## src/rtl/core/mctm_pkg.sv

```systemverilog
// types, constants and codes for the midi clock tempo meter
// no dependencies; used by every module of the block
package mctm_pkg;

  localparam int unsigned PULSES_PER_BEAT_DEF = 24;

  localparam int unsigned CFG_W   = 20;
  localparam int unsigned TIME_W  = 32;
  localparam int unsigned SUM_W   = 25;
  localparam int unsigned CNT_W   = 5;
  localparam int unsigned TEMPO_W = 17;
  localparam int unsigned MEAN_W  = 20;
  localparam int unsigned KIND_W  = 3;
  localparam int unsigned DVD_W   = 34;
  localparam int unsigned STEP_W  = 6;
  localparam int unsigned IDX_W   = 1;

  localparam logic [STEP_W-1:0] TEMPO_STEPS = STEP_W'(DVD_W);

  localparam logic [CFG_W-1:0]   MIN_INTERVAL_RST = 20'd6000;
  localparam logic [CFG_W-1:0]   MAX_INTERVAL_RST = 20'd70000;
  localparam logic [TEMPO_W-1:0] TEMPO_MAX        = 17'd131071;
  // microseconds per minute times 256
  localparam logic [DVD_W-1:0]   Q8_MINUTE_US     = 34'd15360000000;

  localparam logic [7:0] BYTE_CLOCK    = 8'hF8;
  localparam logic [7:0] BYTE_START    = 8'hFA;
  localparam logic [7:0] BYTE_CONTINUE = 8'hFB;
  localparam logic [7:0] BYTE_STOP     = 8'hFC;

  localparam logic [IDX_W-1:0] REG_MIN_INTERVAL = 1'b0;
  localparam logic [IDX_W-1:0] REG_MAX_INTERVAL = 1'b1;

  typedef enum logic [KIND_W-1:0] {
    KIND_NONE     = 3'd0,
    KIND_TEMPO    = 3'd1,
    KIND_START    = 3'd2,
    KIND_CONTINUE = 3'd3,
    KIND_STOP     = 3'd4
  } kind_e;

  typedef enum logic [3:0] {
    ST_IDLE,
    ST_DECODE,
    ST_CHECK,
    ST_MEAN_LOAD,
    ST_TEMPO_LOAD,
    ST_TEMPO_RUN,
    ST_TEMPO_SAVE,
    ST_EMIT
  } state_e;

  typedef struct packed {
    logic [7:0]        status_byte;
    logic [TIME_W-1:0] timestamp_us;
  } in_item_t;

  typedef struct packed {
    logic [KIND_W-1:0]  event_kind;
    logic [TEMPO_W-1:0] tempo_bpm_q8;
    logic [MEAN_W-1:0]  mean_pulse_us;
    logic               running;
  } out_item_t;

  typedef struct packed {
    logic  capture;
    logic  seed;
    logic  diff;
    logic  clear_all;
    logic  cont;
    logic  stop;
    logic  clear_window;
    logic  accum;
    logic  mean_load;
    logic  tempo_load;
    logic  div_step;
    logic  set_warm;
    logic  tempo_save;
    logic  set_kind;
    kind_e kind;
    logic  emit;
  } ctl_cmd_t;

  typedef struct packed {
    logic is_clock;
    logic is_start;
    logic is_cont;
    logic is_stop;
    logic have_last;
    logic in_window;
    logic beat_full;
    logic warmed;
    logic mean_zero;
  } dp_status_t;

endpackage

```

## src/rtl/core/midi_clock_tempo_meter_core.sv

```systemverilog
// path: a transport, plain or first clock byte passes decode and emit; a later pulse that
// does not end a beat adds the window check; a beat that ends in warm-up or with a zero mean
// adds mean load and tempo load; a tempo beat forms the mean by reciprocal multiply, runs 34
// steps of the serial tempo divider at one quotient bit per cycle and then saves the tempo
// throughput: one item at a time; next accept in the cycle after the result is loaded
// reset: asynchronous, clears measurement and transport state, intervals back to 6000/70000 us
module midi_clock_tempo_meter_core import mctm_pkg::*; #(
  parameter int unsigned PULSES_PER_BEAT = PULSES_PER_BEAT_DEF
) (
  input  logic             clk_i,
  input  logic             rst_ni,
  input  logic             cfg_we_i,
  input  logic [IDX_W-1:0] cfg_idx_i,
  input  logic [CFG_W-1:0] cfg_wdata_i,
  input  logic             in_valid_i,
  output logic             in_ready_o,
  input  in_item_t         in_item_i,
  output logic             out_valid_o,
  input  logic             out_ready_i,
  output out_item_t        out_item_o
);

  ctl_cmd_t   cmd;
  dp_status_t status;

  mctm_ctrl u_ctrl (
    .clk_i       (clk_i),
    .rst_ni      (rst_ni),
    .in_valid_i  (in_valid_i),
    .in_ready_o  (in_ready_o),
    .out_valid_o (out_valid_o),
    .out_ready_i (out_ready_i),
    .status_i    (status),
    .cmd_o       (cmd)
  );

  mctm_dp #(
    .PULSES_PER_BEAT (PULSES_PER_BEAT)
  ) u_dp (
    .clk_i       (clk_i),
    .rst_ni      (rst_ni),
    .cfg_we_i    (cfg_we_i),
    .cfg_idx_i   (cfg_idx_i),
    .cfg_wdata_i (cfg_wdata_i),
    .in_item_i   (in_item_i),
    .cmd_i       (cmd),
    .status_o    (status),
    .out_item_o  (out_item_o)
  );

endmodule

```

## src/rtl/core/mctm_dp.sv

```systemverilog
// datapath: measurement state, config registers, mean multiplier, serial tempo divider
// depends on mctm_pkg; driven by mctm_ctrl commands
module mctm_dp import mctm_pkg::*; #(
  parameter int unsigned PULSES_PER_BEAT = PULSES_PER_BEAT_DEF
) (
  input  logic              clk_i,
  input  logic              rst_ni,
  input  logic              cfg_we_i,
  input  logic [IDX_W-1:0]  cfg_idx_i,
  input  logic [CFG_W-1:0]  cfg_wdata_i,
  input  in_item_t          in_item_i,
  input  ctl_cmd_t          cmd_i,
  output dp_status_t        status_o,
  output out_item_t         out_item_o
);

  localparam logic [CNT_W-1:0] PPB      = CNT_W'(PULSES_PER_BEAT);
  localparam int unsigned      PROD_W   = SUM_W + CNT_W;
  localparam int unsigned      RECIP_SH = SUM_W + CNT_W;
  localparam int unsigned      MPROD_W  = SUM_W + RECIP_SH + 1;
  // ceil(2^30 / pulses) gives the exact floor quotient for every 25-bit sum
  localparam logic [MPROD_W-1:0] RECIP =
    MPROD_W'(((64'd1 << RECIP_SH) + 64'(PULSES_PER_BEAT) - 64'd1) / 64'(PULSES_PER_BEAT));

  logic [CFG_W-1:0]  min_q, max_q;
  logic [7:0]        status_q;
  logic [TIME_W-1:0] time_q, last_q, dt_q;
  logic              have_last_q, warmed_q, running_q;
  logic [SUM_W-1:0]  sum_q;
  logic [CNT_W-1:0]  count_q;
  logic [DVD_W-1:0]  dvd_q;
  logic [SUM_W-1:0]  rem_q, dvs_q, mean_q;
  logic [TEMPO_W-1:0] tempo_q;
  kind_e             kind_q;
  out_item_t         out_q;

  logic [SUM_W:0]     rem_sh, rem_sub;
  logic               rem_ge;
  logic [PROD_W-1:0]  prod;
  logic [MPROD_W-1:0] mean_prod;
  logic [CNT_W-1:0]   count_inc;

  // one restoring division step (a quotient bit per cycle), the divisor and mean products, the count increment
  always_comb begin
    rem_sh    = {rem_q, dvd_q[DVD_W-1]};
    rem_ge    = rem_sh >= {1'b0, dvs_q};
    rem_sub   = rem_sh - {1'b0, dvs_q};
    prod      = PROD_W'(mean_q) * PROD_W'(PPB);
    mean_prod = MPROD_W'(sum_q) * RECIP;
    count_inc = count_q + CNT_W'(1);
  end

  always_comb begin
    status_o.is_clock  = status_q == BYTE_CLOCK;
    status_o.is_start  = status_q == BYTE_START;
    status_o.is_cont   = status_q == BYTE_CONTINUE;
    status_o.is_stop   = status_q == BYTE_STOP;
    status_o.have_last = have_last_q;
    status_o.in_window = (dt_q >= TIME_W'(min_q)) && (dt_q <= TIME_W'(max_q));
    status_o.beat_full = count_inc == PPB;
    status_o.warmed    = warmed_q;
    status_o.mean_zero = mean_q == '0;
  end

  // control state and config
  always_ff @(posedge clk_i or negedge rst_ni) begin
    if (!rst_ni) begin
      min_q       <= MIN_INTERVAL_RST;
      max_q       <= MAX_INTERVAL_RST;
      have_last_q <= 1'b0;
      warmed_q    <= 1'b0;
      running_q   <= 1'b0;
      sum_q       <= '0;
      count_q     <= '0;
    end else begin
      if (cfg_we_i) begin
        case (cfg_idx_i)
          REG_MIN_INTERVAL: min_q <= cfg_wdata_i;
          REG_MAX_INTERVAL: max_q <= cfg_wdata_i;
          default: ;
        endcase
      end
      if (cmd_i.seed) begin
        have_last_q <= 1'b1;
      end
      if (cmd_i.clear_all) begin
        have_last_q <= 1'b0;
        warmed_q    <= 1'b0;
        running_q   <= 1'b1;
        sum_q       <= '0;
        count_q     <= '0;
      end
      if (cmd_i.cont) begin
        have_last_q <= 1'b0;
        running_q   <= 1'b1;
        sum_q       <= '0;
        count_q     <= '0;
      end
      if (cmd_i.stop) begin
        running_q <= 1'b0;
      end
      if (cmd_i.clear_window || cmd_i.mean_load) begin
        sum_q   <= '0;
        count_q <= '0;
      end
      if (cmd_i.accum) begin
        sum_q   <= sum_q + dt_q[SUM_W-1:0];
        count_q <= count_inc;
      end
      if (cmd_i.set_warm) begin
        warmed_q <= 1'b1;
      end
    end
  end

  // payload registers
  always_ff @(posedge clk_i) begin
    if (cmd_i.capture) begin
      status_q <= in_item_i.status_byte;
      time_q   <= in_item_i.timestamp_us;
    end
    if (cmd_i.seed) begin
      last_q <= time_q;
    end
    if (cmd_i.clear_all) begin
      last_q <= '0;
    end
    if (cmd_i.diff) begin
      dt_q   <= time_q - last_q;
      last_q <= time_q;
    end
    if (cmd_i.mean_load) begin
      mean_q <= mean_prod[RECIP_SH +: SUM_W];
    end
    if (cmd_i.tempo_load) begin
      dvd_q <= Q8_MINUTE_US;
      rem_q <= '0;
      dvs_q <= prod[SUM_W-1:0];
    end
    if (cmd_i.div_step) begin
      dvd_q <= {dvd_q[DVD_W-2:0], rem_ge};
      rem_q <= rem_ge ? rem_sub[SUM_W-1:0] : rem_sh[SUM_W-1:0];
    end
    if (cmd_i.tempo_save) begin
      tempo_q <= (dvd_q > DVD_W'(TEMPO_MAX)) ? TEMPO_MAX : dvd_q[TEMPO_W-1:0];
    end
    if (cmd_i.set_kind) begin
      kind_q <= cmd_i.kind;
    end
    if (cmd_i.emit) begin
      out_q.event_kind    <= kind_q;
      out_q.tempo_bpm_q8  <= (kind_q == KIND_TEMPO) ? tempo_q : '0;
      out_q.mean_pulse_us <= (kind_q == KIND_TEMPO) ? mean_q[MEAN_W-1:0] : '0;
      out_q.running       <= running_q;
    end
  end

  assign out_item_o = out_q;

endmodule

```

## src/rtl/core/mctm_ctrl.sv

```systemverilog
// controller: sequences decode, window check, mean, the serial tempo division and the output
// depends on mctm_pkg; commands mctm_dp
module mctm_ctrl import mctm_pkg::*; (
  input  logic       clk_i,
  input  logic       rst_ni,
  input  logic       in_valid_i,
  output logic       in_ready_o,
  output logic       out_valid_o,
  input  logic       out_ready_i,
  input  dp_status_t status_i,
  output ctl_cmd_t   cmd_o
);

  state_e            state_q, state_d;
  logic [STEP_W-1:0] step_q, step_d;
  logic              out_valid_q, out_valid_d;

  always_ff @(posedge clk_i or negedge rst_ni) begin
    if (!rst_ni) begin
      state_q     <= ST_IDLE;
      step_q      <= '0;
      out_valid_q <= 1'b0;
    end else begin
      state_q     <= state_d;
      step_q      <= step_d;
      out_valid_q <= out_valid_d;
    end
  end

  always_comb begin
    state_d     = state_q;
    step_d      = step_q;
    out_valid_d = out_valid_q & ~out_ready_i;
    cmd_o       = '0;
    cmd_o.kind  = KIND_NONE;
    in_ready_o  = 1'b0;

    case (state_q)
      ST_IDLE: begin
        in_ready_o = 1'b1;
        if (in_valid_i) begin
          cmd_o.capture = 1'b1;
          state_d       = ST_DECODE;
        end
      end
      ST_DECODE: begin
        state_d        = ST_EMIT;
        cmd_o.set_kind = 1'b1;
        if (status_i.is_start) begin
          cmd_o.clear_all = 1'b1;
          cmd_o.kind      = KIND_START;
        end else if (status_i.is_cont) begin
          cmd_o.cont = 1'b1;
          cmd_o.kind = KIND_CONTINUE;
        end else if (status_i.is_stop) begin
          cmd_o.stop = 1'b1;
          cmd_o.kind = KIND_STOP;
        end else if (status_i.is_clock) begin
          if (!status_i.have_last) begin
            cmd_o.seed = 1'b1;
          end else begin
            cmd_o.diff     = 1'b1;
            cmd_o.set_kind = 1'b0;
            state_d        = ST_CHECK;
          end
        end
      end
      ST_CHECK: begin
        if (!status_i.in_window) begin
          cmd_o.clear_window = 1'b1;
          cmd_o.set_kind     = 1'b1;
          state_d            = ST_EMIT;
        end else begin
          cmd_o.accum = 1'b1;
          if (status_i.beat_full) begin
            state_d = ST_MEAN_LOAD;
          end else begin
            cmd_o.set_kind = 1'b1;
            state_d        = ST_EMIT;
          end
        end
      end
      ST_MEAN_LOAD: begin
        cmd_o.mean_load = 1'b1;
        state_d         = ST_TEMPO_LOAD;
      end
      ST_TEMPO_LOAD: begin
        // first beat after start or reset is warm-up only
        if (!status_i.warmed) begin
          cmd_o.set_warm = 1'b1;
          cmd_o.set_kind = 1'b1;
          state_d        = ST_EMIT;
        end else if (status_i.mean_zero) begin
          cmd_o.set_kind = 1'b1;
          state_d        = ST_EMIT;
        end else begin
          cmd_o.tempo_load = 1'b1;
          step_d           = TEMPO_STEPS;
          state_d          = ST_TEMPO_RUN;
        end
      end
      ST_TEMPO_RUN: begin
        cmd_o.div_step = 1'b1;
        step_d         = step_q - STEP_W'(1);
        if (step_q == STEP_W'(1)) begin
          state_d = ST_TEMPO_SAVE;
        end
      end
      ST_TEMPO_SAVE: begin
        cmd_o.tempo_save = 1'b1;
        cmd_o.set_kind   = 1'b1;
        cmd_o.kind       = KIND_TEMPO;
        state_d          = ST_EMIT;
      end
      ST_EMIT: begin
        // load the output register once the previous item has left
        if (!out_valid_q || out_ready_i) begin
          cmd_o.emit  = 1'b1;
          out_valid_d = 1'b1;
          state_d     = ST_IDLE;
        end
      end
      default: begin
        state_d = ST_IDLE;
      end
    endcase
  end

  assign out_valid_o = out_valid_q;

endmodule

```

## config.mk

```make
export PLATFORM = sky130hd
export DESIGN_NAME = midi_clock_tempo_meter_core
export DESIGN_NICKNAME = d
export VERILOG_FILES = /design/src/rtl/core/mctm_pkg.sv /design/src/rtl/core/midi_clock_tempo_meter_core.sv /design/src/rtl/core/mctm_dp.sv /design/src/rtl/core/mctm_ctrl.sv
export SDC_FILE = /design/constraint.sdc
export NUM_CORES = 1
export LEC_CHECK = 0
export BUFFER_PORTS_ARGS = -buffer_cell sky130_fd_sc_hd__buf_2
export CAP_MARGIN = 40
export CELL_PAD_IN_SITES_DETAIL_PLACEMENT = 1
export CELL_PAD_IN_SITES_GLOBAL_PLACEMENT = 1
export CORE_UTILIZATION = 55
export DETAILED_ROUTE_END_ITERATION = 12
export PLACE_DENSITY_LB_ADDON = 0.1
export SLEW_MARGIN = 0
export SYNTH_ARGS = -nofsm -noshare
export SYNTH_HDL_FRONTEND = slang
export SYNTH_HIERARCHICAL = 1
export SYNTH_SLANG_ARGS = --single-unit
```

## constraint.sdc

```tcl
create_clock -name clk_i -period 16.65 [get_ports clk_i]
set_input_delay 0.8325 -clock clk_i [delete_from_list [all_inputs] [get_ports clk_i]]
set_output_delay 0.8325 -clock clk_i [all_outputs]
set_load 0.05 [all_outputs]
```

==> impl_metrics.yaml <==
run_status:
  outcome: "finished, final reports clean"
setup_path:
  r2r_slack_ns: 8.91
  cp_top_family: "adder cells"
  cpMostUsedCell: "inv_1"
  start_kind: "flop"
  cpMaxStageDelayCell: "fa_1"
  critPathCaptureType: "flop"
  critPathMaxStageDelay_ns: 0.62
  worstPathCellList: "ha_1 > ha_1 > inv_1 > fa_1 > inv_1 > fa_1 > inv_1 > fa_1 > inv_1 > fa_1 > inv_1 > fa_1 > inv_1 > ha_1 > nand4_1 > o32ai_1 > a211oi_1 > a21oi_1 > nor4_2 > o31ai_1 > and2_1 > a311o_1 > o41ai_1 > a41oi_1"
  critical_path_required_ns: 16.97
  path_max_fanout: 6
  critical_path_class: "flop to flop"
  cp_num_buf_inv: 6
  cp_data_arrival_time_ns: 8.06
drt:
  drcViolationCount: 0
  wl_met3_um: 2060
  top_layer_used: "met4"
  ant_nets: 0
  wl_per_cell_um: 21.1
  wl_met2_um: 35400
  vias_per_cell: 5.68
  drt-pass1-iter-count: 5
  m1WireLength_um: 28900
  wirelength_um: 68200
  vias: 18400
  drtIter0Drc: 687
synth:
  avgSynthCellArea_um2: 10.9
  async_reset_ff_share_pct: 23.7
  synth.ff_latch_count: 350
  netlist_area_um2: 26800
  synth_top_cell_by_area: "edfxtp_1"
  synth_cells: 2458
  yosysSeqAreaShare_pct: 37.7
  synth_edf_count: 267
  synthFlopType: "edfxtp_1"
  synthDistinctLibCells: 81
  ys_warn_count: 6
  ys_top_cells_by_area: "edfxtp_1 30%, ha_1 16%, fa_1 13%"
  synth.top_cell.area_share_pct: 29.9
  synth_nets: 3050
  synth_most_common_cell: "inv_1"
  synth_commonest_cells: "446 x inv_1, 351 x ha_1, 267 x edfxtp_1"
finish:
  syn_to_final_growth_pct: 10.4
  fill_cells: 5028
  final_area_um2: 29600
  diodes: 0
  layout.nets: 3178
  multi_input_area_um2: 14900
  stdcell_count: 3233
  seqCellArea_um2: 10100
  drive_gt1_share_pct: 9.66
global_routing:
  grt_pass1_wl_um: 111000
  grt_max_degree: 65
  first_global_vias: 20800
  grt_overflow_total: 0
  track_usage_pct: 28.6
  antenna_found_initial: 0
timing:
  finalClockSkew_ns: 0.0564
  rsz0062_at_grt: "false"
  fmax_mhz: 129
  maxSlewHeadroom_pct: 44.6
  hold_viol_final: 0
  min_period_ns: 7.74
  whs_ns: 0.242
  setup_violations: 0
  worst_pin_slew_ns: 0.829
  fin_setup_tns_ns: 0
  slew_violations: 0
  finalCritPeriodShare_pct: 46.5
clock_tree:
  cts.sinks: 350
  cts.path.max_buffers: 3
  numCtsBuffers: 41
  hold_buffers: 0
  clk_pin_slew_ns: 0.06
  clk_latency_ns: 0.59
  cts_resized: 0
  cts_setup_buffers: 0
  cts_tree: "yes"
  cts_max_level: 2
  root_buffer: "clkbuf_16"
pwr:
  p_clk_share_pct: 29.6
  p_seq_share_pct: 40.1
  ir_worst_vdd_uv: 93.7
  p_switching_mw: 1.06
  p_int_mw: 2.12
  swShare_pct: 33.4
  leakagePower_nw: 14.5
  finalPower_mw: 3.18
  cellPowerDensity_nw_per_um2: 107
  pwr-share-comb_pct: 30.3
floorplanning:
  coreArea_um2: 47900
  fp.dieH_um: 223
  rows: 80
  ios: 109
  dieWidth_um: 223
  start_util_pct: 55.9
  dieArea_um2: 49700
placed_design:
  gp_congestion: 0.923
  io_buffers: 108
  dp.final_hpwl_um: 52500
  place_area_um2: 28200
  place_inst: 3157
worst_hold_path:
  min_path_type: "input pin to async pin"
run:
  maxCapViolCount: 0
==> sequential cells by signal, summed over array words and instances, names as in the netlist, 20 cells and up <==
| register | flops |
|---|---|
| u_dp/last_q | 32 |
| u_dp/sum_q | 25 |
| u_dp/time_q | 32 |
| u_dp/max_q | 20 |
| u_dp/dvd_q | 34 |
| u_dp/dt_q | 32 |
| u_dp/out_item_o | 41 |
| u_dp/rem_q | 25 |
| u_dp/min_q | 20 |
| u_dp/mean_q | 21 |
| u_dp/dvs_q | 22 |
==> logic make-up (layout without fill, tap and decap cells) <==
| group | Yosys count | in the layout | share of synthesized area (%) |
|---|---|---|---|
| DFF | 350 | 350 | 37.7 |
| xor gates and xnor gates | 106 | 106 | 3.46 |
| adders and majority gates | 526 | 526 | 29.4 |
| muxes | 38 | 38 | 1.52 |
| AOI/OAI and AO/OA | 441 | 441 | 10.8 |
| and+or+nand+nor | 509 | 509 | 10.2 |
| buffers and inverters | 488 | 648 | 6.88 |
==> per-layer routing <==
| metal | track usage, % | vias up |
|---|---|---|
| li1 | - | 8663 |
| met1 | 34.9 | 9318 |
| met2 | 52.3 | 283 |
| met3 | 3.46 | 104 |
| met4 | 8.79 | 0 |
| met5 | 0 | - |
==> metrics by stage <==
stage | util [%] | worst slack [ns]
after floorplan | - | 9.82
after global placement | 58.6 | 9.07
after detailed placement | 58.8 | 8.86
after CTS | 61.8 | 8.89
after global routing | 61.8 | 8.61
final | 61.8 | 8.91
==> cell type report <==
type,instances,area share (%)
multi-input combinational,1620,50.3
tap,615,2.60
clock buffer,51,3.69
sequential,350,34.1
clock inverter,24,1.06
inverter,446,5.65
timing repair buffer,127,2.55
==> power by group through the flow <==
stage	Sequential (mW)	Combinational [mW]	Clock, mW
after floorplan	1.31	0.661	0
after global placement	1.28	0.886	0
after detailed placement	1.28	0.949	0
after CTS	1.27	0.971	0.960
after global routing	1.29	1.06	0.985
final	1.27	0.963	0.940
==> worst register-to-register path: cells and delay by family (launching register included) <==
family / cells / cell delay (ns)
AOI/OAI and AO/OA: 7 / 1.73
buffers and inverters: 6 / 0.56
adders and majority gates: 8 / 3.87
and+or+nand+nor: 3 / 0.90
DFF: 1 / 0.47
==> final timing paths <==
kind                                       end  cells past startpoint           start
hold / removal                  u_dp/min_q[19]                      1          rst_ni
min in group clk_i              u_dp/time_q[4]                      1    in_item_i[4]
setup / recovery               u_dp/mean_q[20]                     24   u_dp/sum_q[4]
setup reg to reg               u_dp/mean_q[20]                     24   u_dp/sum_q[4]
hold reg to reg            u_dp/out_item_o[38]                      0  u_dp/kind_q[0]
max in group asynchronous        u_dp/sum_q[1]                      2          rst_ni
==> cell usage in the layout (no fill, tap or decap), types with 16 or more instances in the layout <==
| master | Yosys | routed |
|---|---|---|
| a21o_1 | 86 | 86 |
| a21oi_1 | 110 | 110 |
| a31oi_1 | 20 | 20 |
| and2_1 | 102 | 101 |
| buf_2 | 0 | 107 |
| clkbuf_16 | 0 | 41 |
| dfrtp_1 | 70 | 70 |
| edfxtp_1 | 267 | 267 |
| fa_1 | 175 | 175 |
| ha_1 | 351 | 351 |
| inv_1 | 446 | 446 |
| mux2_2 | 21 | 21 |
| mux2i_1 | 17 | 17 |
| nand2_1 | 107 | 107 |
| nand2b_1 | 43 | 43 |
| nand3_1 | 27 | 27 |
| nand4_1 | 25 | 25 |
| nor2_1 | 84 | 81 |
| nor2b_1 | 33 | 32 |
| nor3_1 | 16 | 16 |
| o21ai_0 | 93 | 93 |
| xnor2_1 | 69 | 69 |
| xor2_1 | 37 | 37 |
(Power assumes the default switching activity.)
